--- config.mk ---
export PLATFORM = sky130hd
export DESIGN_NAME = fwsm_back
export DESIGN_NICKNAME = d
export VERILOG_FILES = /design/src/hdl/fwsm_pkg.sv /design/src/hdl/fwsm_back.sv
export SDC_FILE = /design/constraint.sdc
export NUM_CORES = 2
export LEC_CHECK = 0
export BUFFER_PORTS_ARGS = -buffer_cell sky130_fd_sc_hd__buf_2
export CORE_MARGIN = 4
export CORE_UTILIZATION = 51
export DETAILED_ROUTE_END_ITERATION = 16
export HOLD_SLACK_MARGIN = 0.05
export PLACE_DENSITY = 0.7
export SYNTH_ARGS = -nofsm -noshare
export SYNTH_HDL_FRONTEND = slang
export SYNTH_SLANG_ARGS = --single-unit
--- constraint.sdc ---
create_clock -name clk -period 23.3 [get_ports clk]
set_input_delay 4.66 -clock clk [delete_from_list [all_inputs] [get_ports clk]]
set_output_delay 4.66 -clock clk [all_outputs]
set_load 0.02 [all_outputs]
--- src/hdl/fwsm_pkg.sv ---
// Shared types and constants for the focal weighted squared-difference unit.
`timescale 1ns / 1ps
package fwsm_pkg;

  localparam int MAX_WIDTH   = 1024;
  localparam int BANDS       = 4;
  localparam int SAMPLE_BITS = 16;

  localparam int COL_W  = $clog2(MAX_WIDTH);
  localparam int EW     = $clog2(MAX_WIDTH + 1);
  localparam int BW     = (BANDS > 1) ? $clog2(BANDS) : 1;
  localparam int SQ_W   = 2 * SAMPLE_BITS;
  localparam int PROD_W = SQ_W + 8;
  localparam int DIST_W = 45;
  localparam int ROW_W  = 16;

  typedef struct packed {
    logic [BANDS-1:0][SAMPLE_BITS-1:0] smp;
    logic                              miss;
  } pixel_t;

  typedef struct packed {
    pixel_t [8:0]     win;
    logic [ROW_W-1:0] row;
    logic [COL_W-1:0] col;
    logic [3:0]       en;
  } job_t;

  typedef struct packed {
    logic full;
    logic empty;
  } q_stat_t;

  typedef enum logic [1:0] {
    REG_WIDTH,
    REG_HEIGHT,
    REG_WEIGHTS
  } reg_idx_t;

  typedef enum logic [1:0] {
    ST_IDLE,
    ST_RUN,
    ST_DRAIN,
    ST_EMIT
  } back_state_t;

endpackage

--- src/hdl/fwsm_back.sv ---
// Back end: per-result sequencer, squared-difference MAC and output register.
`timescale 1ns / 1ps
module fwsm_back (
  input  logic                        clk,
  input  logic                        rst_n,
  input  fwsm_pkg::job_t              head,
  input  fwsm_pkg::q_stat_t           q_stat,
  output logic                        pop,
  input  logic [fwsm_pkg::EW-1:0]     eff_w,
  input  logic [fwsm_pkg::ROW_W-1:0]  eff_h,
  input  logic [63:0]                 weights,
  output logic                        out_valid,
  input  logic                        out_ready,
  output logic [fwsm_pkg::DIST_W-1:0] out_distance,
  output logic                        out_result_no_data,
  output logic [15:0]                 out_row,
  output logic [9:0]                  out_col,
  output logic                        out_last_of_run
);
  import fwsm_pkg::*;

  back_state_t state_r, state_nxt;
  job_t        job_r;
  logic [1:0]  slot_r;
  logic [2:0]  nb_r;
  logic [BW-1:0] band_r;

  logic              p1_v_r, p2_v_r;
  logic [SQ_W-1:0]   sq_r;
  logic [7:0]        wt_r;
  logic [PROD_W-1:0] prod_r;
  logic [DIST_W-1:0] acc_r;
  logic              out_valid_r;

  logic              pass, right, nd, out_load, start, step_last;
  logic [1:0]        wr, wc;
  logic [3:0]        centre;
  logic [ROW_W-1:0]  q;
  logic [COL_W-1:0]  col;
  logic [7:0]        nv;
  logic [3:0]        nidx [8];
  logic [1:0]        head_slot, next_slot;
  logic              next_found;
  logic [SAMPLE_BITS-1:0] sa, sb, ad;

  assign pass   = slot_r[1];
  assign right  = slot_r[0];
  assign wr     = pass ? 2'd2 : 2'd1;
  assign wc     = right ? 2'd2 : 2'd1;
  assign centre = 4'(wr * 3 + wc);
  assign q      = pass ? job_r.row : job_r.row - 1'b1;
  assign col    = right ? job_r.col : job_r.col - 1'b1;

  // neighbour clipping and window index for each of the eight neighbours
  always_comb begin
    int pos, dr, dc, ni;
    for (int n = 0; n < 8; n++) begin
      pos = (n < 4) ? n : n + 1;
      dr  = pos / 3 - 1;
      dc  = pos % 3 - 1;
      nv[n] = !((q == '0) && (dr < 0)) && !((q == eff_h - 1'b1) && (dr > 0)) &&
              !((col == '0) && (dc < 0)) &&
              !((EW'(col) == eff_w - 1'b1) && (dc > 0)) &&
              !(pass && (dr > 0)) && !(right && (dc > 0));
      ni = (int'(wr) + dr) * 3 + int'(wc) + dc;
      nidx[n] = nv[n] ? 4'(ni) : centre;
    end
  end

  always_comb begin
    nd = job_r.win[centre].miss;
    for (int n = 0; n < 8; n++) begin
      if (nv[n] && job_r.win[nidx[n]].miss) nd = 1'b1;
    end
  end

  always_comb begin
    head_slot = 2'd3;
    for (int s = 3; s >= 0; s--) begin
      if (head.en[s]) head_slot = 2'(s);
    end
    next_found = 1'b0;
    next_slot  = slot_r;
    for (int s = 3; s >= 0; s--) begin
      if (job_r.en[s] && (2'(s) > slot_r)) begin
        next_found = 1'b1;
        next_slot  = 2'(s);
      end
    end
  end

  assign sa        = job_r.win[centre].smp[band_r];
  assign sb        = job_r.win[nidx[nb_r]].smp[band_r];
  assign ad        = (sa > sb) ? sa - sb : sb - sa;
  assign step_last = (nb_r == 3'd7) && (band_r == BW'(BANDS - 1));
  assign out_load  = (state_r == ST_EMIT) && (!out_valid_r || out_ready);

  always_comb begin
    state_nxt = state_r;
    pop       = 1'b0;
    start     = 1'b0;
    unique case (state_r)
      ST_IDLE: begin
        if (!q_stat.empty) begin
          pop       = 1'b1;
          start     = 1'b1;
          state_nxt = ST_RUN;
        end
      end
      ST_RUN: begin
        if (step_last) state_nxt = ST_DRAIN;
      end
      ST_DRAIN: begin
        if (!p1_v_r && !p2_v_r) state_nxt = ST_EMIT;
      end
      ST_EMIT: begin
        if (out_load) begin
          if (next_found) begin
            start     = 1'b1;
            state_nxt = ST_RUN;
          end else begin
            state_nxt = ST_IDLE;
          end
        end
      end
      default: state_nxt = ST_IDLE;
    endcase
  end

  always_ff @(posedge clk) begin
    if (!rst_n) begin
      state_r     <= ST_IDLE;
      p1_v_r      <= 1'b0;
      p2_v_r      <= 1'b0;
      out_valid_r <= 1'b0;
    end else begin
      state_r <= state_nxt;
      p1_v_r  <= (state_r == ST_RUN);
      p2_v_r  <= p1_v_r;
      if (out_load) begin
        out_valid_r <= 1'b1;
      end else if (out_ready) begin
        out_valid_r <= 1'b0;
      end
    end
  end

  always_ff @(posedge clk) begin
    if (pop) begin
      job_r  <= head;
      slot_r <= head_slot;
    end else if (out_load && next_found) begin
      slot_r <= next_slot;
    end
    if (start) begin
      nb_r   <= '0;
      band_r <= '0;
    end else if (state_r == ST_RUN) begin
      if (band_r == BW'(BANDS - 1)) begin
        band_r <= '0;
        nb_r   <= nb_r + 1'b1;
      end else begin
        band_r <= band_r + 1'b1;
      end
    end
    sq_r   <= SQ_W'(ad) * SQ_W'(ad);
    wt_r   <= nv[nb_r] ? weights[8*nb_r +: 8] : 8'd0;
    prod_r <= PROD_W'(sq_r) * PROD_W'(wt_r);
    if (start) begin
      acc_r <= '0;
    end else if (p2_v_r) begin
      acc_r <= acc_r + DIST_W'(prod_r);
    end
    if (out_load) begin
      out_distance       <= nd ? '0 : acc_r;
      out_result_no_data <= nd;
      out_row            <= q;
      out_col            <= 10'(col);
      out_last_of_run    <= !next_found;
    end
  end

  assign out_valid = out_valid_r;

endmodule

* Yosys cells after proc, flatten, opt, wreduce, memory -nomap -nowiden
Index checks and enable logic that the tools add are counted.
** Storage, ports and cells
- Flip-flop bits (word level) :: 825
- Bits of input ports :: 711
- Output and inout port bits :: 75
- Logic and storage cells :: 245
** Operators by class
- Add/sub/neg operators :: 21
- Multipliers :: 6
- Magnitude comparators :: 18
- Equality and inequality tests :: 11
- Shifts and indexed selects :: 1
- Mux-type cells :: 77
- Bitwise operators :: 1
- Reduce and logical (&&, ||, !) cells :: 46
** Operators by type and width (count)
- $bmux W65 S4 :: 10
- $mux W65 :: 2
- $bmux W16 S2 :: 2
- $mux W16 :: 4
- $shiftx A64 B7 Y8 :: 1
- $lt A4 B5 Y1 const B :: 10
- $add A45 B40 Y45 :: 1
- $mul A32 B8 Y40 :: 1
- $mux W4 :: 10
- $mul A16 B16 Y32 :: 1
- $sub A16 B1 Y16 const B :: 2
- $sub A16 B16 Y16 :: 2
- $mux W2 :: 15
- $mux W1 :: 29
- $logic_and A1 B1 Y1 :: 26
- $add A4 B1 Y4 const B :: 5
- $eq A16 B16 Y1 :: 1
- $gt A16 B16 Y1 :: 1
- $logic_not A16 Y1 :: 1
- $add A4 B2 Y4 :: 3
- $bmux W4 S3 :: 1
- $eq A10 B11 Y1 :: 1
- $sub A11 B1 Y11 const B :: 1
- $logic_not A1 Y1 :: 10
- other kinds (31) :: 41

* Longest topological paths before layout
- Depth after elaboration :: 18
- Gate-level depth with buffers :: 64
- Mapped depth without buffers :: 56

* Worst setup path after synthesis
No wires, ideal clock.
- Path type :: input -> output
- Start :: in q_stat[0] (netlist name)
- End :: out pop
- Data arrival time :: 16766 ps
- Required time :: 18640 ps
- Setup slack :: 1874 ps
- Cell stages on the path :: 2
- Buffers on the path :: 0
- Cells stage by stage :: nand2b_1 > inv_1
** Between the ends
- Word-level cells in the longest chain between the ends :: 2
** Ends and longest elaborated chain
- start: declaration :: RTL line fwsm_back.sv:7 : input fwsm_pkg::q_stat_t q_stat,
- $mux W1 :: RTL line fwsm_back.sv:104 : if (!q_stat.empty) begin
- $mux W1 :: RTL line fwsm_back.sv:102 : unique case (state_r)
- end: declaration :: RTL line fwsm_back.sv:8 : output logic pop,
No other way between the ends.

* Final worst setup path
- Start :: in eff_h[0] (netlist name)
- End :: reg sq_r[31]
** Between the ends
- Word-level cells in the longest chain between the ends :: 17
- Elaborated cells on any way between the ends :: 24
- Those cells by class :: add/sub (3); mul (1); order compare (1); eq/ne (1); mux (11); reduce/logical (7)
** Ends and longest elaborated chain
- start: declaration :: RTL line fwsm_back.sv:10 : input logic [fwsm_pkg::ROW_W-1:0] eff_h,
- $sub A16 B1 Y16 * :: RTL line fwsm_back.sv:61 : nv[n] = !((q == '0) && (dr < 0)) && !((q == eff_h - 1'b1) && (dr > 0)) &&
- $eq A16 B16 Y1 * :: RTL line fwsm_back.sv:61
- $logic_not A1 Y1 * :: RTL line fwsm_back.sv:61
- $logic_and A1 B1 Y1 :: RTL line fwsm_back.sv:62 : !((col == '0) && (dc < 0)) &&
- $logic_and A1 B1 Y1 :: RTL line fwsm_back.sv:63 : !((EW'(col) == eff_w - 1'b1) && (dc > 0)) &&
- $logic_and A1 B1 Y1 :: RTL line fwsm_back.sv:64 : !(pass && (dr > 0)) && !(right && (dc > 0));
- $mux W4 :: RTL line fwsm_back.sv:66 : nidx[n] = nv[n] ? 4'(ni) : centre;
- $bmux W4 S3 * :: RTL line fwsm_back.sv:93 : assign sb = job_r.win[nidx[nb_r]].smp[band_r];
- $mux W4 (not written as such) * (2 in a row) :: RTL line fwsm_back.sv:93
- $bmux W65 S4 * :: RTL line fwsm_back.sv:93
- $mux W65 (not written as such) * :: RTL line fwsm_back.sv:93
- $bmux W16 S2 * :: RTL line fwsm_back.sv:93
- $mux W16 (not written as such) * :: RTL line fwsm_back.sv:93
- $sub A16 B16 Y16 / $gt A16 B16 Y1 (equally long branches) :: RTL line fwsm_back.sv:94 : assign ad = (sa > sb) ? sa - sb : sb - sa;
- $mux W16 * :: RTL line fwsm_back.sv:94
- $mul A16 B16 Y32 * :: RTL line fwsm_back.sv:166 : sq_r <= SQ_W'(ad) * SQ_W'(ad);
- end signal: assignment :: RTL line fwsm_back.sv:166
- end: declaration :: RTL line fwsm_back.sv:29 : logic [SQ_W-1:0] sq_r;
Mark *: on every way between the ends. The rest lies on a longest branch, timed or not. The select of a mux whose other input is x is not followed.
A chain may end at the register's enable or synchronous reset.

==> metrics.log <==
INFO  metric outcome = completed
INFO  metric vias_per_cell = 6.084
INFO  metric post-route-worst-setup-slack = 2863 ps
INFO  metric timing_hold_violations_final = 0
INFO  metric fin_tns_setup = 0 ps
INFO  metric worst_ep_required_time = 23920 ps
INFO  metric rsz0062_at_grt = false
INFO  metric clkSlewWorstSetupHoldPaths = 70 ps
INFO  metric cts_inserted_buffers = 91
INFO  metric placement.cell_area = 61570 um^2
INFO  metric ys_async_sr_fraction = 0
INFO  metric layout.cells.most_common_list = sky130_fd_sc_hd__buf_2 (784), sky130_fd_sc_hd__edfxtp_1 (689), sky130_fd_sc_hd__inv_1 (436)
INFO  metric critPathCaptureType = flip-flop
INFO  metric fmax = 0.04893 GHz
INFO  metric yosys-top-cells-area = sky130_fd_sc_hd__edfxtp_1 (37%), sky130_fd_sc_hd__fa_1 (12%), sky130_fd_sc_hd__mux4_2 (9.7%)
INFO  metric floorplan.initialDensity = 0.5141
INFO  metric layout.area.seq = 23380 um^2
INFO  metric ctsLongestPathBuffers = 3
INFO  metric fp.coreArea = 109000 um^2
INFO  metric report.final.setup_viol = 0
INFO  metric gp_congestion = 0.9590
INFO  metric n_fill_cell = 8858
INFO  metric layout_min_cycle_time = 20440 ps
INFO  metric yosysTopAreaCellShare = 0.3692
INFO  metric synthesis.instances = 4702
INFO  metric count_of_flip_flops_with_a_built_in_enable_after_synthesis = 689
INFO  metric transition_at_the_pin_with_the_smallest_max_transition_slack = 1306 ps
INFO  metric timing.clock.skew = 33.72 ps
INFO  metric class_of_the_most_critical_hold_timing_path = reg2reg
INFO  metric synthDistinctLibCells = 94
INFO  metric num_io_pins = 786
INFO  metric area.growth.synth_to_final = 15.56%
INFO  metric grt_antenna_before_repair = 92
INFO  metric post_cts.resized_instances = 0
INFO  metric postRouteWirelength = 185.3 mm
INFO  metric count_of_input_and_output_buffers = 784
INFO  metric track_usage = 0.3164
INFO  metric post-place-ws = 2576 ps
INFO  metric die_height = 339.5 um
INFO  metric drive_gt1_frac = 0.2432
INFO  metric placed_cells_incl_taps = 6740
INFO  metric initial_drt_pass_iterations = 7
INFO  metric ctsHtreeMaxLevel = 3
INFO  metric vias = 42410
INFO  metric maxCapViolCount = 0
INFO  metric synth_area = 56040 um^2
INFO  metric tritoncts = built
INFO  metric routed_wire_length_per_instance = 26.58 um
INFO  metric synth.largest_area_cell = sky130_fd_sc_hd__edfxtp_1
INFO  metric dpl.hpwl = 144.2 mm
INFO  metric first_iteration_detailed_routing_drc_count = 4183
INFO  metric crit_fanout = 28
INFO  metric timing.final.crit_share = 0.8771
INFO  metric synth_seq_area_share = 0.4171
INFO  metric cts_setup_buffers = 0
INFO  metric drcViolationCount = 0
INFO  metric synth_area_per_cell = 11.92 um^2
INFO  metric congestion_overflow_gr = 0
INFO  metric multi_input_comb_area = 30100 um^2
INFO  metric layoutNonFillerInstCount = 6971
INFO  metric clock_latency = 700 ps
INFO  metric synth_top_flop_cell = sky130_fd_sc_hd__edfxtp_1
INFO  metric grt_pass1_vias = 42960
INFO  metric post_detailed_route_count_of_antenna_violating_nets = 0
INFO  metric final_common_cell = sky130_fd_sc_hd__buf_2
INFO  metric synth_seq_cells = 823
INFO  metric drv_slew = 0
INFO  metric critical_path.startpoint_type = input pin
INFO  metric ctsHoldBuffers = 0
INFO  metric yosys_warnings = 0
INFO  metric net_total_in_the_final_layout = 6725
INFO  metric numClockSinks = 823
INFO  metric critical_path_class = in2reg
INFO  metric dieArea = 115300 um^2
INFO  metric slowest_stage_delay_cp = 1190 ps
INFO  metric worst-endpoint-arrival = 21060 ps
INFO  metric worst_slew_margin_rel = 0.1179
INFO  metric cts_root_buffer = sky130_fd_sc_hd__clkbuf_16
INFO  metric grt_first_pass_wirelength = 273.0 mm
INFO  metric std_cell_rows = 121
INFO  metric pin_count_of_the_biggest_net_entering_global_routing = 83
INFO  metric fin_area = 64760 um^2
INFO  metric syn-num-nets = 6008
INFO  metric chipWidth = 339.5 um
INFO  metric slowest_stage = sky130_fd_sc_hd__o41ai_1
## registers in the layout, summed over array words and instances (netlist names), 2 cells and up
signal        cells
out_col          10
prod_r           40
state_r           2
sq_r             31
out_row          16
band_r            2
slot_r            2
acc_r            45
nb_r              3
job_r           614
out_distance     45
wt_r              8
## Yosys cell counts (all sizes together), types with 84 or more instances
master,count
inv,441
nand2,421
clkbuf,189
ha,256
mux4,241
dfxtp,134
o21ai,146
mux2i,84
nor2,283
edfxtp,689
xnor2,108
and2,166
fa,339
a21oi,152
## metal layers
layer	vias to the layer above	part of all wire	global-route usage
li1	18700	-	-
met1	20810	0.36	0.3789
met2	2348	0.47	0.5171
met3	514	0.099	0.08395
met4	38	0.067	0.1853
met5	-	0.0013	0
## worst max-delay path, delay by kind of cell
family / cells / cell delay, ps
xor+xnor: 4 / 1260
mux: 1 / 330
fa+ha+maj: 9 / 3590
simple gates: 8 / 2750
buf+inv: 8 / 1500
compound gates: 22 / 6900
## area by class of cell
class                      instances  area share
multi-input combinational       3180      0.4648
tap                             1414     0.02732
timing repair buffer             873     0.07149
antenna                           60    0.002319
clock inverter                    58    0.009313
sequential                       823      0.3610
clock buffer                     113     0.03754
inverter                         450     0.02622
## path summary, 6_finish.rpt
kind / startpoint / endpoint / slack (ps) / cells after the start
worst min-delay path: p1_v_r$_SDFF_PN0_ / p2_v_r$_SDFF_PN0_ / 460 / 1
worst max register to register: slot_r[1]$_DFFE_PP_ / sq_r[31]$_DFF_P_ / 5900 / 49
worst min register to register: p1_v_r$_SDFF_PN0_ / p2_v_r$_SDFF_PN0_ / 460 / 1
worst max-delay path: eff_h[0] / sq_r[31]$_DFF_P_ / 2860 / 52
## per-stage QoR
stage | hold slack (ps) | utilization
after floorplan | 424.1 | -
after global placement | 440.4 | 0.5649
after detailed placement | 440.9 | 0.5649
after CTS | 446.1 | 0.5927
after global routing | 462.7 | 0.5935
final | 459.5 | 0.5941
## cells by family (layout without fill, tap and decap cells)
group / Yosys count / count (layout) / synth area share
XOR/XNOR: 160 / 160 / 0.02626
AND/OR/NAND/NOR: 1209 / 1209 / 0.1034
flip-flops: 823 / 823 / 0.4171
adder cells (fa/ha/maj): 595 / 595 / 0.1783
other: 2 / 62 / 0.0001340
buffers and inverters: 699 / 1494 / 0.04838
multiplexers: 349 / 349 / 0.1167
AO/OA/AOI/OAI: 865 / 865 / 0.1098
Power is not shown: default switching activity piles up to over one toggle a cycle in this logic, so the estimate is an artifact.
